## src/design/psa_pkg.sv

```systemverilog
`timescale 1ns / 1ps

package psa_pkg;

   localparam int PORT_W   = 16;
   localparam int OWNER_W  = 22;
   localparam int CMD_W    = 2;
   localparam int STATUS_W = 2;

   localparam logic [CMD_W-1:0] CMD_ALLOC     = 2'd0;
   localparam logic [CMD_W-1:0] CMD_REL_PORT  = 2'd1;
   localparam logic [CMD_W-1:0] CMD_REL_OWNER = 2'd2;

   localparam logic [STATUS_W-1:0] ST_OK      = 2'd0;
   localparam logic [STATUS_W-1:0] ST_FULL    = 2'd1;
   localparam logic [STATUS_W-1:0] ST_NOMATCH = 2'd2;

   // Commands from the controller to the datapath.
   typedef struct packed {
      logic start;       // capture request word, clear scan, preset result
      logic inc_idx;     // advance the scan index
      logic alloc_take;  // claim the slot under the scan index
      logic alloc_full;  // no free slot was found
      logic port_rel;    // release by port, resolved without a scan
      logic own_free;    // free the slot in the compare stage
      logic own_miss;    // owner matched nothing
      logic ld_rsp;      // move the result into the output register
   } psa_cmd_type;

   // Status from the datapath to the controller.
   typedef struct packed {
      logic slot_free;   // slot under the scan index is unused
      logic idx_last;    // scan index is at the last slot
      logic own_hit;     // compare stage holds a used slot of the owner
      logic cmp_last;    // compare stage holds the last slot
      logic rsp_free;    // output register can take a new word
   } psa_sts_type;

endpackage

```

## src/design/psa_req_bus.sv

```systemverilog
`timescale 1ns / 1ps

interface psa_req_bus import psa_pkg::*; ();
   logic               valid;
   logic               ready;
   logic [CMD_W-1:0]   cmd;
   logic [PORT_W-1:0]  port_number;
   logic [OWNER_W-1:0] owner_id;

   modport source (output valid, output cmd, output port_number, output owner_id,
                   input ready);
   modport sink   (input valid, input cmd, input port_number, input owner_id,
                   output ready);
endinterface

```

## src/design/psa_rsp_bus.sv

```systemverilog
`timescale 1ns / 1ps

interface psa_rsp_bus import psa_pkg::*; ();
   logic                valid;
   logic                ready;
   logic [STATUS_W-1:0] status;
   logic [PORT_W-1:0]   granted_port;

   modport source (output valid, output status, output granted_port, input ready);
   modport sink   (input valid, input status, input granted_port, output ready);
endinterface

```

## src/design/psa_datapath.sv

```systemverilog
`timescale 1ns / 1ps

module psa_datapath import psa_pkg::*; #(
   parameter int SLOTS = 16
) (
   input  logic                clock,
   input  logic                reset,
   input  logic                csr_wr_en,
   input  logic [PORT_W-1:0]   csr_wr_data,
   input  logic [PORT_W-1:0]   req_port_number,
   input  logic [OWNER_W-1:0]  req_owner_id,
   input  psa_cmd_type         cmd,
   output psa_sts_type         sts,
   output logic                rsp_valid,
   input  logic                rsp_ready,
   output logic [STATUS_W-1:0] rsp_status,
   output logic [PORT_W-1:0]   rsp_granted_port
);

   localparam int IDX_W = (SLOTS > 1) ? $clog2(SLOTS) : 1;
   localparam logic [IDX_W-1:0]  IDX_LAST   = IDX_W'(SLOTS - 1);
   localparam logic [PORT_W-1:0] SLOTS_PORT = PORT_W'(SLOTS);

   logic [PORT_W-1:0]   base_ff;
   logic [PORT_W-1:0]   port_ff;
   logic [OWNER_W-1:0]  owner_ff;
   logic [IDX_W-1:0]    idx_ff, idx_in;
   logic [IDX_W-1:0]    cmp_idx_ff;
   logic                cmp_vld_ff, cmp_vld_in;
   logic [OWNER_W-1:0]  rd_ff;
   logic [SLOTS-1:0]    used_ff, used_in;
   logic [STATUS_W-1:0] res_status_ff, res_status_in;
   logic [PORT_W-1:0]   res_port_ff, res_port_in;
   logic                rsp_valid_ff, rsp_valid_in;
   logic [STATUS_W-1:0] rsp_status_ff;
   logic [PORT_W-1:0]   rsp_port_ff;
   logic [OWNER_W-1:0]  owner_mem [SLOTS];

   logic [PORT_W-1:0]   port_off;
   logic                port_hit;

   // Slot of a port is its distance from the base, modulo the port space.
   assign port_off = port_ff - base_ff;
   assign port_hit = (port_off < SLOTS_PORT);

   assign sts.slot_free = !used_ff[idx_ff];
   assign sts.idx_last  = (idx_ff == IDX_LAST);
   assign sts.own_hit   = cmp_vld_ff && used_ff[cmp_idx_ff] && (rd_ff == owner_ff);
   assign sts.cmp_last  = cmp_vld_ff && (cmp_idx_ff == IDX_LAST);
   assign sts.rsp_free  = !rsp_valid_ff || rsp_ready;

   always_comb begin
      idx_in        = idx_ff;
      cmp_vld_in    = cmp_vld_ff;
      used_in       = used_ff;
      res_status_in = res_status_ff;
      res_port_in   = res_port_ff;
      rsp_valid_in  = rsp_valid_ff && !rsp_ready;
      if (cmd.start) begin
         idx_in        = '0;
         cmp_vld_in    = 1'b0;
         res_status_in = ST_OK;
         res_port_in   = '0;
      end
      if (cmd.inc_idx) begin
         idx_in     = idx_ff + 1'b1;
         cmp_vld_in = 1'b1;
      end
      if (cmd.alloc_take) begin
         used_in[idx_ff] = 1'b1;
         res_port_in     = base_ff + PORT_W'(idx_ff);
      end
      if (cmd.alloc_full) begin
         res_status_in = ST_FULL;
      end
      if (cmd.port_rel) begin
         if (port_hit) begin
            used_in[port_off[IDX_W-1:0]] = 1'b0;
         end else begin
            res_status_in = ST_NOMATCH;
         end
      end
      if (cmd.own_free) begin
         used_in[cmp_idx_ff] = 1'b0;
      end
      if (cmd.own_miss) begin
         res_status_in = ST_NOMATCH;
      end
      if (cmd.ld_rsp) begin
         rsp_valid_in = 1'b1;
      end
   end

   always_ff @(posedge clock) begin
      if (reset) begin
         base_ff      <= '0;
         used_ff      <= '0;
         cmp_vld_ff   <= 1'b0;
         rsp_valid_ff <= 1'b0;
      end else begin
         if (csr_wr_en) begin
            base_ff <= csr_wr_data;
         end
         used_ff      <= used_in;
         cmp_vld_ff   <= cmp_vld_in;
         rsp_valid_ff <= rsp_valid_in;
      end
   end

   always_ff @(posedge clock) begin
      if (cmd.start) begin
         port_ff  <= req_port_number;
         owner_ff <= req_owner_id;
      end
      if (cmd.ld_rsp) begin
         rsp_status_ff <= res_status_ff;
         rsp_port_ff   <= res_port_ff;
      end
      idx_ff        <= idx_in;
      cmp_idx_ff    <= idx_ff;
      res_status_ff <= res_status_in;
      res_port_ff   <= res_port_in;
   end

   // Owner table: one write port for allocation, one registered read for the scan.
   always_ff @(posedge clock) begin
      if (cmd.alloc_take) begin
         owner_mem[idx_ff] <= owner_ff;
      end
   end

   always_ff @(posedge clock) begin
      rd_ff <= owner_mem[idx_ff];
   end

   assign rsp_valid        = rsp_valid_ff;
   assign rsp_status       = rsp_status_ff;
   assign rsp_granted_port = rsp_port_ff;

endmodule

```

## src/design/psa_controller.sv

```systemverilog
`timescale 1ns / 1ps

module psa_controller import psa_pkg::*; (
   input  logic             clock,
   input  logic             reset,
   input  logic             req_valid,
   output logic             req_ready,
   input  logic [CMD_W-1:0] req_cmd,
   input  psa_sts_type      sts,
   output psa_cmd_type      cmd
);

   typedef enum logic [4:0] {
      S_IDLE  = 5'b00001,
      S_ALLOC = 5'b00010,
      S_PORT  = 5'b00100,
      S_OWNER = 5'b01000,
      S_DONE  = 5'b10000
   } state_type;

   state_type state_ff, state_in;

   assign req_ready = (state_ff == S_IDLE);

   always_comb begin
      state_in = state_ff;
      cmd      = '0;
      case (state_ff)
         S_IDLE: begin
            if (req_valid) begin
               cmd.start = 1'b1;
               case (req_cmd)
                  CMD_ALLOC:     state_in = S_ALLOC;
                  CMD_REL_PORT:  state_in = S_PORT;
                  CMD_REL_OWNER: state_in = S_OWNER;
                  default:       state_in = S_DONE;
               endcase
            end
         end
         S_ALLOC: begin
            if (sts.slot_free) begin
               cmd.alloc_take = 1'b1;
               state_in       = S_DONE;
            end else if (sts.idx_last) begin
               cmd.alloc_full = 1'b1;
               state_in       = S_DONE;
            end else begin
               cmd.inc_idx = 1'b1;
            end
         end
         S_PORT: begin
            cmd.port_rel = 1'b1;
            state_in     = S_DONE;
         end
         S_OWNER: begin
            // The read issued here is compared in the next cycle.
            if (sts.own_hit) begin
               cmd.own_free = 1'b1;
               state_in     = S_DONE;
            end else if (sts.cmp_last) begin
               cmd.own_miss = 1'b1;
               state_in     = S_DONE;
            end else begin
               cmd.inc_idx = !sts.idx_last || !sts.cmp_last;
            end
         end
         S_DONE: begin
            if (sts.rsp_free) begin
               cmd.ld_rsp = 1'b1;
               state_in   = S_IDLE;
            end
         end
         default: state_in = S_IDLE;
      endcase
   end

   always_ff @(posedge clock) begin
      if (reset) begin
         state_ff <= S_IDLE;
      end else begin
         state_ff <= state_in;
      end
   end

endmodule

```

## src/design/port_slot_allocator.sv

```systemverilog
`timescale 1ns / 1ps

// Channel   Direction  Signals
// req_bus   in         valid, ready, cmd, port_number, owner_id
// rsp_bus   out        valid, ready, status, granted_port
// csr       in         csr_wr_en, csr_wr_data (base port)
//
// Allocate scans the used flags one slot per cycle.
// Release by owner reads the owner table one slot per cycle through its registered
// read port. Release by port needs no scan; an unknown command goes straight to the final state.
// One word is in work at a time; a new request is taken while a result waits.
// Reset is synchronous and frees every slot; base port returns to zero.
// A stalled response holds the block in its final state until the output frees up.

module port_slot_allocator import psa_pkg::*; #(
   parameter int SLOTS = 16
) (
   input  logic              clock,
   input  logic              reset,
   psa_req_bus.sink          req_bus,
   psa_rsp_bus.source        rsp_bus,
   input  logic              csr_wr_en,
   input  logic [PORT_W-1:0] csr_wr_data
);

   psa_cmd_type cmd;
   psa_sts_type sts;

   psa_controller u_ctl (
      .clock     (clock),
      .reset     (reset),
      .req_valid (req_bus.valid),
      .req_ready (req_bus.ready),
      .req_cmd   (req_bus.cmd),
      .sts       (sts),
      .cmd       (cmd)
   );

   psa_datapath #(
      .SLOTS (SLOTS)
   ) u_dp (
      .clock            (clock),
      .reset            (reset),
      .csr_wr_en        (csr_wr_en),
      .csr_wr_data      (csr_wr_data),
      .req_port_number  (req_bus.port_number),
      .req_owner_id     (req_bus.owner_id),
      .cmd              (cmd),
      .sts              (sts),
      .rsp_valid        (rsp_bus.valid),
      .rsp_ready        (rsp_bus.ready),
      .rsp_status       (rsp_bus.status),
      .rsp_granted_port (rsp_bus.granted_port)
   );

endmodule

```

## src/flat_wrapper.sv

```systemverilog
// flat-port wrapper written by rule: the top's interface ports become plain ports
module port_slot_allocator_flat import psa_pkg::*;
#(
   parameter int SLOTS = 16
)
  (clock, reset, csr_wr_en, csr_wr_data, req_bus_valid, req_bus_cmd, req_bus_port_number, req_bus_owner_id, req_bus_ready, rsp_bus_valid, rsp_bus_status, rsp_bus_granted_port, rsp_bus_ready);
  psa_req_bus req_bus_i ();
  psa_rsp_bus rsp_bus_i ();
  input  logic clock;
  input  logic reset;
  input  logic csr_wr_en;
  input  logic [PORT_W-1:0] csr_wr_data;
  input wire logic [$bits(req_bus_i.valid)-1:0] req_bus_valid;
  input wire logic [$bits(req_bus_i.cmd)-1:0] req_bus_cmd;
  input wire logic [$bits(req_bus_i.port_number)-1:0] req_bus_port_number;
  input wire logic [$bits(req_bus_i.owner_id)-1:0] req_bus_owner_id;
  output wire logic [$bits(req_bus_i.ready)-1:0] req_bus_ready;
  output wire logic [$bits(rsp_bus_i.valid)-1:0] rsp_bus_valid;
  output wire logic [$bits(rsp_bus_i.status)-1:0] rsp_bus_status;
  output wire logic [$bits(rsp_bus_i.granted_port)-1:0] rsp_bus_granted_port;
  input wire logic [$bits(rsp_bus_i.ready)-1:0] rsp_bus_ready;
  assign req_bus_i.valid = req_bus_valid;
  assign req_bus_i.cmd = req_bus_cmd;
  assign req_bus_i.port_number = req_bus_port_number;
  assign req_bus_i.owner_id = req_bus_owner_id;
  assign req_bus_ready = req_bus_i.ready;
  assign rsp_bus_valid = rsp_bus_i.valid;
  assign rsp_bus_status = rsp_bus_i.status;
  assign rsp_bus_granted_port = rsp_bus_i.granted_port;
  assign rsp_bus_i.ready = rsp_bus_ready;
  port_slot_allocator #(.SLOTS(SLOTS)) u_core (.clock(clock), .reset(reset), .req_bus(req_bus_i), .rsp_bus(rsp_bus_i), .csr_wr_en(csr_wr_en), .csr_wr_data(csr_wr_data));
endmodule
```

## config.mk

```make
export PLATFORM = sky130hd
export DESIGN_NAME = port_slot_allocator_flat
export DESIGN_NICKNAME = d
export VERILOG_FILES = /design/src/design/psa_pkg.sv /design/src/design/psa_req_bus.sv /design/src/design/psa_rsp_bus.sv /design/src/design/psa_datapath.sv /design/src/design/psa_controller.sv /design/src/design/port_slot_allocator.sv /design/src/flat_wrapper.sv
export SDC_FILE = /design/constraint.sdc
export NUM_CORES = 1
export LEC_CHECK = 0
export BUFFER_PORTS_ARGS = -buffer_cell sky130_fd_sc_hd__buf_2
export CAP_MARGIN = 10
export CORE_ASPECT_RATIO = 0.5
export CORE_MARGIN = 2
export CORE_UTILIZATION = 55
export DETAILED_ROUTE_END_ITERATION = 8
export PLACE_DENSITY = 0.75
export SYNTH_ARGS = -nofsm -noshare
export SYNTH_HDL_FRONTEND = slang
export SYNTH_SLANG_ARGS = --single-unit
```

## constraint.sdc

```tcl
create_clock -name clock -period 3.3 [get_ports clock]
set_clock_uncertainty 0.1 [all_clocks]
set_input_delay 0.165 -clock clock [delete_from_list [all_inputs] [get_ports clock]]
set_output_delay 0.165 -clock clock [all_outputs]
set_load 0.01 [all_outputs]
```

# After elaboration in Yosys (flattened, before gate mapping)
# Memories as Yosys holds them, arrays and structs flattened. A register that Yosys moved wholly into a read port is not among the register bits.
# Index checks and enable logic that the tools add are counted.
# totals
reg_bits	121
ramBits	352
input_bits	61
output_inout_bits	20
elab_cells	113
memories	1
# memory_table
name	words	word_bits	rd	rd_clocked_by_memory_dff	write_ports	line	text
u_core.u_dp.owner_mem	16	22	1	1	1	psa_datapath.sv:37	logic [OWNER_W-1:0] owner_mem [SLOTS];
# op_classes
add_sub_neg	3
n_lt_le_gt_ge	7
eq_ne	14
n_mux	53
n_bitwise	5
reduce_logical	17
# op_table
op	count
16-bit 2-to-1 mux	6
16-bit bitwise AND	2
16-bit inverter	2
5-bit 2-to-1 mux	6
1-bit 2-to-1 mux	25
5-bit one-hot mux with 5 select lines	1
22-bit == test	1
16-bit by 4-bit adder with 16-bit output	1
16-bit by 5-bit less-than comparator with 1-bit output (second input constant)	1
16-bit bitwise OR	1
16-bit subtractor	1
4-bit by 5-bit less-than comparator with 1-bit output (second input constant)	3
5-bit one-hot mux with 3 select lines	1
1-bit demux with 4-bit select	3
4-bit by 1-bit >= comparator with 1-bit output (second input constant)	3
2-bit 2-to-1 mux	6
1-bit binary-select mux with 4-bit select	2
4-bit == test (second input constant)	2
4-bit 2-to-1 mux	2
1-bit logical AND	7
5-bit by 1-bit == test with 1-bit output (second input constant)	1
5-bit by 2-bit == test with 1-bit output (second input constant)	1
5-bit by 3-bit == test with 1-bit output (second input constant)	1
5-bit by 4-bit == test with 1-bit output (second input constant)	1
14 further kinds	19

# Depth between registers and ports, before layout
# Gate-level depths: netlist (run 1).
# depth
depth_word	11
ltp_mapped	14
ltp_nobuf	12

# Modules after synthesis
# A second synthesis (run 1) with hierarchy kept.
# hier_totals
cells_unflattened	1049
area_unflattened_um2	19737.7
# by_module_without_submodules
module	n_inst	cells_per_inst	area_per_inst_um2	seq_area_each_um2
psa_datapath	1	1002	19344.8	14093.5
psa_controller	1	47	392.9	100.1

# Least setup slack after synthesis (run 1)
# No wires, ideal clock.
# synth_timing
kind	register to register
startpoint	register u_core.u_dp.idx_ff[0]
endpoint	register u_core.u_dp.used_ff[3]
setup_time_ns	0.074
arrival_ns	3.410
required_ns	3.126
setup_slack_ns	-0.285
stages_incl_launch_ff	10
path_buffers	1
synth_period_minus_slack_ns	3.585
path_cell_list	edfxtp_1 buf_6 mux4_2 nor2b_1 a211o_1 a21o_1 nor4_2 nor2_1 a211o_1 a31oi_1
# synth_between
elab_chain_len	11
elab_cells_between_ends	16
classes_between	order compare (2); mux (10); bitwise (3); reduce/logical (1)
# synth_rtl
element	line	text
from (decl)	psa_datapath.sv:27	logic [IDX_W-1:0] idx_ff, idx_in;
from (signal assigned)	psa_datapath.sv:119	idx_ff <= idx_in;
4-bit by 5-bit less-than comparator with 1-bit output (implied by the code) / 4-bit by 1-bit >= comparator with 1-bit output (equally long branches)	psa_datapath.sv:70	used_in[idx_ff] = 1'b1;
1-bit logical AND (implied by the code)	psa_datapath.sv:70	
1-bit 2-to-1 mux (implied by the code)	psa_datapath.sv:70	
1-bit demux with 4-bit select	psa_datapath.sv:70	
16-bit bitwise OR (no line)	-	
16-bit 2-to-1 mux *	psa_datapath.sv:69	if (cmd.alloc_take) begin
16-bit bitwise AND (no line)	-	
16-bit 2-to-1 mux	psa_datapath.sv:77	if (port_hit) begin
16-bit 2-to-1 mux *	psa_datapath.sv:76	if (cmd.port_rel) begin
16-bit bitwise AND (no line)	-	
16-bit 2-to-1 mux *	psa_datapath.sv:83	if (cmd.own_free) begin
to (signal assigned)	psa_datapath.sv:104	used_ff <= used_in;
to (decl)	psa_datapath.sv:31	logic [SLOTS-1:0] used_ff, used_in;
# Every way passes the cells marked *; elsewhere a longest branch is shown, timed or not. The select of a mux whose other input is x is not followed.
# A chain may end at the register's enable or synchronous reset.

# Worst setup path after layout (run 1)
# layout_timing
startpoint	register u_core.u_dp.idx_ff[0]
endpoint	register u_core.u_dp.used_ff[14]
# The elaborated chain is that of the path after synthesis.

==> summary.md, run 1 <==
| Metric | Value |
|---|---|
| Seq/Total Area, Yosys | between 70 and 80% |
| Syn_nets | 1,139 |
| Synth top area share | ~65% |
| Crit end category | register |
| Std-Cell Rows | 48 |
| Cells after synthesis | about 1,100 |
| P&R area growth vs syn | 18.6% |
| Sequential group share of total power | a little over half |
| Maxcap violations | 0 |
| Die X | ~270 um |
| Predominant post-synthesis flop cell | edfxtp_1 |
| Internal Dissipation | between 0.01 and 0.015 W |
| Worst Path Arrival | ~3.5 ns |
| Buffer and inverter count on the worst path | 3 |
| Netlist cell types | 54 |
| Total Die Area | ~0.037 mm^2 |
| Power per Cell Area | slightly below 600 mW/mm^2 |
| Vias per cell | 6.07 |
| Most common cell after layout, fill and taps aside | edfxtp_1 |
| NetSw | a little over 0.003 W |
| Clock transition at path regs | about 0.060 ns |
| Peak supply drop | a little under 0.4 mV |
| H-tree depth | 2 |
| First drt pass iteration count | 5 |
| Vias in the first global route | roughly 11,000 |
| Worst path cell trace | buf_4 -> mux4_2 -> mux2i_1 -> nand2_1 -> a21o_1 -> buf_4 -> nor2_1 -> and2_1 -> buf_4 -> o211ai_1 -> a31oi_1 |
| DIE HEIGHT | about 140 um |
| Clk network pwr share | between 30% and 40% |
| Via Count | 10,800 |
| Worst path required time | about 3.7 ns |
| First-pass GRT wire length | a little under 70 mm |
| Clock insertion delay at the later pin of the skew report | about 0.55 ns |
| Lkg Pwr | between 7 and 8 nW |
| Core ar. | between 0.03 and 0.04 mm^2 |
| Worst Hold Margin | 0.00905 ns |
| WS Path Type | register to register |
| Net Sw Frac | ~22% |
| Final setup viols | 0 |
| Slew @ Worst Pin | between 0.9 and 1 ns |
| Starting Density | between 50 and 60% |
| Most frequent cells in the layout | edfxtp_1 (428), mux4_2 (118), buf_2 (80) |
| Clock Sink Count | 495 |
| Synth async-reset ratio | 0% |
| RR Startpoint | u_core.u_dp.idx_ff[0]$_SDFFCE_PN0P_ |
| Startpoint Class | register |
| Slowest stage cell on the critical path | edfxtp_1 |
| CP max FO | 20 |
| DR WL/cell | ~25 um |
| Layout cells sized above 1 | approximately a quarter |
| DRC | 0 |
| Clock Tree Root | clkbuf_16 |
| Initial antenna violation count | 0 |
| Post-synth EDFFs | between 400 and 500 |
| Worst setup startpoint | u_core.u_dp.idx_ff[0]$_SDFFCE_PN0P_ |
| All-Layer GR Usage | 24.6% |
| Synth area leaders | edfxtp_1 (65%), mux4_2 (14%), dfxtp_1 (6.8%) |
| CP most frequent cell | buf_4 |
| CTS Buffer Depth | 3 |
| FF+latch count, synth | around 500 |
| Layout Cells excl Fill | between 1,500 and 2,000 |
| TritonCTS clock tree | done |
| Hold WC Path Type | input port to register |
| Max Slew Vio Count | 0 |
| Antenna diodes | 0 |
| Total routed wirelength | 44.8 mm |
| CTS Buf Count | 43 |
| Post-Route Utilization | ~67% |
| Critical path's largest stage delay | 0.56 ns |
| Slew HR | a little under two fifths |
| Most area-hungry cell type in the Yosys netlist | edfxtp_1 |
| Final hold viol count | 0 |
| Antenna Violating Nets Remaining | 0 |
| Status | finished clean |
| 1st-iter DRT viols | roughly 1,100 |
| Largest delay share family, worst path | buffers and inverters |
| IO Port Bufs | 80 |
| Final Cycle Share | between 90% and 100% |
| # nets final | 1,358 |
| Largest net degree at the start of global routing | 94 |
| Ys Warns | 0 |
| HPWL Detailed | 26.6 mm |
| Min Tclk post-route | ~3.1 ns |
| Cell Area, Synth | ~0.020 mm^2 |
| Placed cell count | 1,636 |
| HP Start | reset |
| Combinational share of power | approximately a tenth |
| I/O pins | approximately 80 |
| Fmax | 0.320 GHz |
| Routability Congestion | about 0.87 |
| Total global routing overflow | 0 |
| Syn avg cell area | roughly 19 um^2 |
[state kept, by name, summed over array words and instances, names as in the netlist]
signal                        cells
u_core.u_dp.rsp_valid             1
u_core.u_dp.used_ff              16
u_core.u_dp.res_status_ff         2
u_core.u_dp.rsp_status            2
u_core.u_dp.base_ff              16
u_core.u_dp.idx_ff                4
u_core.u_dp.rd_ff                22
u_core.u_dp.rsp_granted_port     16
u_core.u_ctl.state_ff             5
u_core.u_dp.cmp_idx_ff            4
u_core.u_dp.owner_ff             22
u_core.u_dp.port_ff              16
u_core.u_dp.cmp_vld_ff            1
u_core.u_dp.owner_mem           352
u_core.u_dp.res_port_ff          16
[final cells by class]
class                      count  area (um^2)
sequential                   495        14200
fill                        2224        11500
multi-input combinational    490         5200
timing repair buffer         214         1800
clock buffer                  54         1150
tap                          475          594
clock inverter                25          268
inverter                      28          105
[worst paths after layout]
path	endpoint	slack, ns	cells past startpoint
worst min-delay path	u_core.u_dp.base_ff[9]$_SDFFE_PP0P_	0.009	2
worst max-delay path	u_core.u_dp.used_ff[14]$_SDFF_PP0_	0.17	11
worst max register to register	u_core.u_dp.used_ff[14]$_SDFF_PP0_	0.17	11
worst min register to register	u_core.u_dp.rsp_granted_port[11]$_DFFE_PP_	0.32	0
[cells by family (layout without fill, tap and decap cells)]
kind of cell | count (synthesis) | after routing | synth area share [%]
flops | 495 | 495 | 72.3
simple gates | 192 | 192 | 5.07
mux | 136 | 136 | 14.4
compound gates | 89 | 89 | 3.01
buf+inv | 68 | 321 | 1.41
xor+xnor | 48 | 48 | 2.14
fa+ha+maj | 25 | 25 | 1.67
[cell usage after synthesis, types with 4 or more instances]
master      n
a211o_1     5
a21o_1      4
a21oi_1    20
a31oi_1    17
and2_1     21
and3_1      4
buf_1      12
clkbuf_1   23
dfxtp_1    67
edfxtp_1  428
ha_1       23
inv_1      28
mux2i_1    18
mux4_2    118
nand2_1    34
nand2b_1    6
nand3_1    13
nand3b_1    6
nand4_1     9
nor2_1     56
nor2b_1    10
nor3_1     13
nor4_1      5
o211ai_1    8
o21ai_0    15
o221ai_1    7
xnor2_1    31
xor2_1     17
[stage by stage]
step                      setup slack, ns  area [um^2]   TNS, ns  power [W]
after floorplan                     0.217        19700         0    0.00811
after CTS                           0.136        23300         0     0.0136
after global routing             -0.00717        23300  -0.00717     0.0140
after detailed placement            0.152        21200         0    0.00853
after global placement              0.177        21200         0    0.00851
final                               0.171        23300         0     0.0136
[per-layer routing]
| metal | up-vias | track usage (%) | part of all wire [%] |
|---|---|---|---|
| met5 | - | 0 | 0 |
| met4 | 0 | 5.74 | 2.0 |
| met3 | 64 | 3.66 | 7.3 |
| met2 | 506 | 41.5 | 50 |
| met1 | 5585 | 34.5 | 41 |
| li1 | 4660 | - | - |
[power by group through the flow]
| stage | sequential [W] | clock (W) | combinational [W] |
|---|---|---|---|
| after global placement | 0.00729 | 0 | 0.00121 |
| after global routing | 0.00718 | 0.00539 | 0.00141 |
| after floorplan | 0.00728 | 0 | 0.000825 |
| after detailed placement | 0.00730 | 0 | 0.00123 |
| final | 0.00717 | 0.00508 | 0.00131 |
| after CTS | 0.00717 | 0.00517 | 0.00131 |
[timing repair]
action / 4_1_cts / 5_1_grt
hold buffers: 66 / 0
setup endpoints to repair: 0 / 18
hold endpoints to repair: 60 / 0
gates resized for setup: 0 / 1
buffers inserted: 0 / 0
Note: power is estimated with default switching activity, not from simulation.
==> run 2, diff against run 1 <==
--- a/config.mk
+++ b/config.mk
@@ -14,4 +14,5 @@
 export PLACE_DENSITY = 0.75
 export SYNTH_ARGS = -nofsm -noshare
 export SYNTH_HDL_FRONTEND = slang
+export SYNTH_HIERARCHICAL = 1
 export SYNTH_SLANG_ARGS = --single-unit
==> summary.md, run 2 <==
| Metric | Value |
|---|---|
| Post-Route Utilization | 68.0% (+1.1 points) |
| Largest register FFs | 352 (unchanged) |
| Startpoint Class | register |
| Net Sw Frac | 22.7% (+0.18 points) |
| Sequential group share of total power | 52.6% (-0.3 points) |
| Clock insertion delay at the later pin of the skew report | 0.56 ns (about the same) |
| Setup slack, reg-to-reg | 0.08 ns (-0.09 ns) |
| Die X | 272 um (+0.24%) |
| Worst R2R End | u_core/u_dp/res_status_ff[1]$_SDFF_PP1_ |
| Final setup viols | 0 (unchanged) |
| Internal Dissipation | 0.0105 W (-0.17%) |
| Min-Delay Endpoint | u_core/u_dp/base_ff[0]$_SDFFE_PP0P_ |
| Via Count | 11,000 (+1.4%) |
| Final hold viol count | 0 (unchanged) |
| # nets final | 1,376 (+1.3%) |
| Crit end category | register |
| Cell Area, Synth | 0.0197 mm^2 (+0.48%) |
| Status | finished clean |
| I/O pins | 81 (unchanged) |
| Combinational share of power | 10.4% (+0.7 points) |
| IO Port Bufs | 80 (unchanged) |
| Slew HR | 42.9% (+6.0 points) |
| Clk network pwr share | 37.0% (-0.5 points) |
| Core ar. | 0.0349 mm^2 (+0.17%) |
| Ys Warns | 6 (+6) |
| FF+latch count, synth | 495 (unchanged) |
| WS Path Type | register to register |
| Cell area after layout | 0.0237 mm^2 (+1.8%) |
| DR WL/cell | 25.5 um (+1.1%) |
| Post-route setup slack | 0.0808 ns (-0.0899 ns) |
| Antenna Violating Nets Remaining | 0 (unchanged) |
| Slew @ Worst Pin | 0.850 ns (-0.0924 ns) |
| CTS Buffer Depth | 3 (unchanged) |
| Post-synth EDFFs | 428 (unchanged) |
| RSZ-0062 raised after global routing | true |
| Std-Cell Rows | 48 (unchanged) |
| Largest net degree at the start of global routing | 52 (-45%) |
| Antenna diodes | 0 (unchanged) |
| Syn avg cell area | 18.8 um^2 (+0.86%) |
| H-tree depth | 2 (unchanged) |
| Power per Cell Area | 572 mW/mm^2 (-1.7%) |
| Clock transition at path regs | 0.06 ns (about the same) |
| Total global routing overflow | 0 (unchanged) |
| Max Slew Vio Count | 0 (unchanged) |
| Synth top area share | 65.1% (-0.31 points) |
| Count leader, synth | edfxtp_1 |
| Predominant post-synthesis flop cell | edfxtp_1 |
| CP max FO | 5 (-75%) |
| Peak supply drop | 0.399 mV (+0.29%) |
| RR Startpoint | u_core/u_dp/port_ff[0]$_DFFE_PP_ |
| 1st-iter DRT viols | 1,245 (+17%) |
| Total Die Area | 0.0375 mm^2 (+0.47%) |
| Clock Sink Count | 495 (unchanged) |
| Worst path required time | 3.64 ns (-0.05 ns) |
| Maxcap violations | 0 (unchanged) |
| Hold WC Path Type | input port to register |
| Min Tclk post-route | 3.22 ns (+0.0899 ns) |
| Seq/Total Area, Yosys | 71.9% (-0.34 points) |
| Biggest register | u_core/u_dp/owner_mem |
| Vias per cell | 6.10 (+0.42%) |
| Most common cell after layout, fill and taps aside | edfxtp_1 |
| CTS Buf Count | 42 (-2.3%) |
| First drt pass iteration count | 7 (+2) |
| Top flop regs | u_core/u_dp/owner_mem: 352 flops, u_core/u_dp/owner_ff: 22 flops, u_core/u_dp/rd_ff: 22 flops |
| Syn_nets | 1,135 (-0.35%) |
| Final Power | 0.0136 W (about the same) |
| HPWL Detailed | 26.9 mm (+1.0%) |
| Clock Tree Root | clkbuf_16 |
| Vias in the first global route | 11,300 (+1.4%) |
| DIE HEIGHT | 138 um (+0.23%) |
| Routability Congestion | 0.929 (+7.2%) |
| NetSw | 0.00308 W (+0.89%) |
| HP Start | csr_wr_en |
| Filler cell count | 2,132 (-4.1%) |
| Total routed wirelength | 45.8 mm (+2.1%) |
| DRC | 0 (unchanged) |
| Layout cells sized above 1 | 29.8% (+4.1 points) |
| Initial antenna violation count | 0 (unchanged) |
| TritonCTS clock tree | done |
| Lkg Pwr | 8.01 nW (+2.2%) |
| Most area-hungry cell type in the Yosys netlist | edfxtp_1 |
| Post-Route Setup TNS | 0 ns (unchanged) |
| First-pass GRT wire length | 68.3 mm (+1.0%) |
| Most frequent cells in the layout | edfxtp_1 (428), mux4_2 (120), buf_2 (80) |
| Cells after synthesis | 1,049 (-0.38%) |
| Synth cell count leaders | edfxtp_1 (428), mux4_2 (120), dfxtp_1 (67) |
| Worst Reg-to-Reg Cells | 14 (+3) |
| Final Cycle Share | 97.6% (+2.7 points) |
| Synth area leaders | edfxtp_1 (65%), mux4_2 (14%), dfxtp_1 (6.8%) |
| Dpl cell area | 0.0215 mm^2 (+1.1%) |
| Netlist cell types | 64 (+19%) |
| All-Layer GR Usage | 25.0% (+0.41 points) |
| Fmax | 0.311 GHz (-2.8%) |
| P&R area growth vs syn | 20.1% |
| Worst Path Arrival | 3.56 ns (+0.04 ns) |
| Worst Hold Depth | 3 (+1) |
| Placement Setup Slack | 0.0520 ns (-0.100 ns) |
| Synth async-reset ratio | 0% (unchanged) |
| Starting Density | 56.6% (+0.17 points) |
-- run 2: cell types whose count changed after synthesis, sizes merged, moves of 5 or more --
cell,before,now
xor2,17,5
nand2,34,25
xnor2,31,40
and2,21,13
a21oi,20,27
a31oi,17,10
clkbuf,23,30
nand2b,6,13
o21ai,15,8
o211ai,8,2
buf,17,12
o221ai,7,12
-- run 2: how the worst max path moves through the flow --
stage / start / endpoint / slack, ns / depth (start not counted)
3_5_place_dp: u_core/u_dp/idx_ff[0]$_SDFFCE_PN0P_ / u_core/u_dp/rd_ff[7]$_DFF_P_ / 0.05 / 4
3_3_place_gp: u_core/u_dp/owner_ff[5]$_DFFE_PP_ / u_core/u_dp/used_ff[0]$_SDFF_PP0_ / 0.11 / 10
5_1_grt: u_core/u_dp/port_ff[0]$_DFFE_PP_ / u_core/u_dp/used_ff[2]$_SDFF_PP0_ / -0.07 / 14
2_1_floorplan: u_core/u_dp/idx_ff[0]$_SDFFCE_PN0P_ / u_core/u_dp/used_ff[1]$_SDFF_PP0_ / -0.05 / 12
4_1_cts: u_core/u_dp/idx_ff[0]$_SDFFCE_PN0P_ / u_core/u_dp/rd_ff[3]$_DFF_P_ / 0.02 / 4
6_report: u_core/u_dp/port_ff[0]$_DFFE_PP_ / u_core/u_dp/res_status_ff[1]$_SDFF_PP1_ / 0.08 / 14
-- run 2: cell families (layout without fill, tap and decap cells) --
logic type                 after synthesis  in the layout  share of synthesized area, %
xor gates and xnor gates                45             45                          2.00
adders and majority gates               25             25                          1.66
DFF                                    495            495                          71.9
and+or+nand+nor                        189            189                          5.36
muxes                                  138            138                          14.6
buffers and inverters                   69            344                          1.35
AOI/OAI and AO/OA                       88             88                          3.12
-- run 2: metrics by stage --
step | cells | hold WS [ns]
6_report | 1799 | 0.132
5_1_grt | 1799 | 0.135
4_1_cts | 1796 | 0.103
3_5_place_dp | 1642 | 0.243
3_3_place_gp | 1642 | 0.241
2_1_floorplan | 1049 | 0.134
-- run 2: power by group through the flow --
stage	registers, W	logic [W]	clock network [W]
detailed placement	0.00727	0.00129	0
finish	0.00714	0.00141	0.00502
floorplan	0.00728	0.000871	0
global route	0.00715	0.00152	0.00531
CTS	0.00714	0.00138	0.00510
global placement	0.00727	0.00126	0
-- run 2: worst max-delay path, cell delays in order, from the launching register on --
cell,delay [ns]
edfxtp_1,0.36
inv_1,0.06
ha_2,0.17
inv_2,0.04
fa_2,0.33
a21o_1,0.21
a221oi_2,0.23
buf_4,0.16
o21ai_2,0.07
mux2i_1,0.14
nor4bb_1,0.31
nand4_1,0.17
buf_6,0.17
o31a_1,0.32
a311o_1,0.27
-- run 2: cell type report --
class	count	area, um^2	area share, %
repair buffers	239	1980	8.35
well taps	475	594	2.51
clock inverters	21	231	0.976
multi-input cells	485	5440	23.0
flip-flops and latches	495	14200	59.9
clock buffers	57	1170	4.93
inverters	27	101	0.427
-- run 2: routing by layer --
| layer | track usage (%) | share of wire, % |
|---|---|---|
| met5 | 0 | 0 |
| met4 | 6.78 | 1.9 |
| met3 | 5.02 | 8.4 |
| met1 | 33.5 | 39 |
| met2 | 42.6 | 50 |
-- run 2: timing repair --
| action | in CTS | in global routing |
|---|---|---|
| setup endpoints to repair | 0 | 28 |
| hold buffers | 76 | 0 |
| resized for setup | 0 | 18 |
| setup buffers | 0 | 3 |
| endpoints found under the hold margin | 61 | 0 |
==> run 3, diff against run 2 <==
--- a/config.mk
+++ b/config.mk
@@ -9,9 +9,9 @@
 export CAP_MARGIN = 10
 export CORE_ASPECT_RATIO = 0.5
 export CORE_MARGIN = 2
-export CORE_UTILIZATION = 55
+export CORE_UTILIZATION = 40
+export CTS_BUF_LIST = sky130_fd_sc_hd__clkbuf_16
 export DETAILED_ROUTE_END_ITERATION = 8
-export PLACE_DENSITY = 0.75
 export SYNTH_ARGS = -nofsm -noshare
 export SYNTH_HDL_FRONTEND = slang
 export SYNTH_HIERARCHICAL = 1
==> summary.md, run 3 (synthesis gave the netlist of run 2 again) <==
| Metric | Value |
|---|---|
| Clock insertion delay at the later pin of the skew report | 0.57 ns (about the same) |
| Placed cell count | 1,811 (+10%) |
| Hold WC Path Type | input port to register |
| DIE HEIGHT | 161 um (+17%) |
| Total Die Area | 0.0512 mm^2 (+37%) |
| IO Port Bufs | 80 (unchanged) |
| Post-route setup slack | 0.0854 ns (+0.00457 ns) |
| WS Path Type | register to register |
| DRC | 0 (unchanged) |
| Clock Tree Root | clkbuf_16 |
| Vias per cell | 5.43 (-11%) |
| Die X | 318 um (+17%) |
| Most frequent cells in the layout | edfxtp_1 (428), mux4_2 (120), buf_2 (80) |
| Largest register FFs | 352 (unchanged) |
| Total global routing overflow | 0 (unchanged) |
| Final Cycle Share | 97.4% (-0.14 points) |
| Via Count | 10,700 (-2.4%) |
| CTS Buf Count | 44 (+4.8%) |
| Layout cells sized above 1 | 30.3% (+0.48 points) |
| Starting Density | 40.6% (-16 points) |
| Buffer and inverter count on the worst path | 1 (-3) |
| Placement Setup Slack | 0.00306 ns (-0.0489 ns) |
| Layout Cells excl Fill | 1,972 (+9.6%) |
| Lkg Pwr | 8.15 nW (+1.7%) |
| DR WL/cell | 23.4 um (-8.1%) |
| Final setup viols | 0 (unchanged) |
| Fmax | 0.311 GHz (+0.14%) |
| Total routed wirelength | 46.1 mm (+0.76%) |
| P&R area growth vs syn | 22.8% |
| Slowest stage cell on the critical path | or4_4 |
| Startpoint Class | register |
| Clock Sink Count | 495 (unchanged) |
| Status | finished clean |
| CTS Buffer Depth | 3 (unchanged) |
| Routability Congestion | 0.849 (-8.6%) |
| Antenna diodes | 0 (unchanged) |
| TritonCTS clock tree | done |
| Critical path's largest stage delay | 0.62 ns (+0.26 ns) |
| Worst path cell trace | inv_1 -> ha_1 -> a21o_1 -> a211o_1 -> nor3b_2 -> nor3_1 -> or4_4 -> o31a_1 -> a311o_1 |
| RSZ-0062 raised after global routing | true |
| # nets final | 1,373 (-0.22%) |
| Peak supply drop | 0.326 mV (-18%) |
| Max Slew Vio Count | 0 (unchanged) |
| Maxcap violations | 0 (unchanged) |
| Core ar. | 0.0486 mm^2 (+39%) |
| H-tree depth | 2 (unchanged) |
| Power per Cell Area | 591 mW/mm^2 (+3.2%) |
| HPWL Detailed | 27.5 mm (+2.2%) |
| Worst path required time | 3.66 ns (+0.02 ns) |
| Post-Route Utilization | 49.8% (-18 points) |
| Antenna Violating Nets Remaining | 0 (unchanged) |
| First-pass GRT wire length | 68.9 mm (+0.89%) |
| Filler cell count | 3,957 (+86%) |
| Slew HR | 30.9% (-12 points) |
| Setup slack, reg-to-reg | 0.09 ns (about the same) |
| Largest delay share family, worst path | compound AO/OA/AOI/OAI gates |
| CP max FO | 6 (+1) |
| Top flop regs | u_core/u_dp/owner_mem: 352 flops, u_core/u_dp/owner_ff: 22 flops, u_core/u_dp/rd_ff: 22 flops |
| Slew @ Worst Pin | 1.03 ns (+0.178 ns) |
| Largest net degree at the start of global routing | 79 (+52%) |
| Min Tclk post-route | 3.21 ns (-0.00457 ns) |
| Std-Cell Rows | 57 (+19%) |
| Most common cell after layout, fill and taps aside | edfxtp_1 |
| Clock transition at path regs | 0.06 ns (about the same) |
| 1st-iter DRT viols | 1,013 (-19%) |
| I/O pins | 81 (unchanged) |
| Initial antenna violation count | 1 (+1) |
| Final hold viol count | 0 (unchanged) |
| All-Layer GR Usage | 17.9% (-7.1 points) |
| Biggest register | u_core/u_dp/owner_mem |
| Worst Path Arrival | 3.57 ns (about the same) |
| Crit end category | register |
| First drt pass iteration count | 9 (+2) |
| Vias in the first global route | 11,100 (-1.6%) |
run 3: cell types whose count changed in the layout (fill, tap and decap cells not counted), sizes merged:
cell / change
buf: -7
bufinv: +7
clkbuf: -11
clkinv: +1
clkinvlp: +2
dlygate4sd3: +1
inv: +6
run 3: worst paths after layout:
path,start,endpoint,depth (start not counted)
hold reg to reg,u_core/u_dp/res_port_ff[9]$_SDFFCE_PN0P_,u_core/u_dp/rsp_granted_port[9]$_DFFE_PP_,0
setup reg to reg,u_core/u_dp/base_ff[12]$_SDFFE_PP0P_,u_core/u_dp/res_status_ff[1]$_SDFF_PP1_,9
setup / recovery,u_core/u_dp/base_ff[12]$_SDFFE_PP0P_,u_core/u_dp/res_status_ff[1]$_SDFF_PP1_,9
hold / removal,csr_wr_en,u_core/u_dp/base_ff[4]$_SDFFE_PP0P_,3
run 3: cell type report:
class                           count  area (um^2)  share of cell area (%)
Clock inverter                     37          497                    2.05
Tap cell                          649          812                    3.35
Clock buffer                       45         1130                    4.65
Multi-Input combinational cell    485         5490                    22.7
Sequential cell                   495        14200                    58.6
Inverter                           27          101                   0.418
Timing Repair Buffer              234         2020                    8.32
run 3: layer usage:
metal  GRT usage [%]  wire length [um]  vias up
li1                -                 -     4705
met1            24.4             20100     5613
met2            30.3             22800      322
met3            3.13              2310       72
met4            4.20               927        0
met5               0                 0        -
run 3: stage by stage:
| stage | hold slack [ns] | power [W] | TNS [ns] | cell area (um^2) |
|---|---|---|---|---|
| final | 0.0924 | 0.0143 | 0 | 24200 |
| after global placement | 0.241 | 0.00858 | 0 | 21700 |
| after floorplan | 0.134 | 0.00815 | -0.0537 | 19900 |
| after detailed placement | 0.243 | 0.00860 | 0 | 21700 |
| after global routing | 0.0940 | 0.0148 | -0.238 | 24200 |
| after CTS | 0.0760 | 0.0144 | -0.0442 | 24100 |
run 3: tightest hold or removal path, cell delays in order:
cell and delay (ns):
buf_2 0.26, mux2i_1 0.20, nor2_1 0.07
run 3: where the power goes:
part           switching (W)  internal, W  leakage, nW  total (W)
clock                0.00235      0.00338        0.804    0.00573
combinational       0.000777     0.000667         2.90    0.00144
sequential          0.000119      0.00702         4.44    0.00714
run 3: timing repair:
item,4_1_cts,5_1_grt
hold buffers,77,0
resized for setup,0,24
setup buffers,0,1
endpoints found under the setup margin,4,19
hold endpoints to repair,61,0
cloned,0,1
pin swaps,0,14
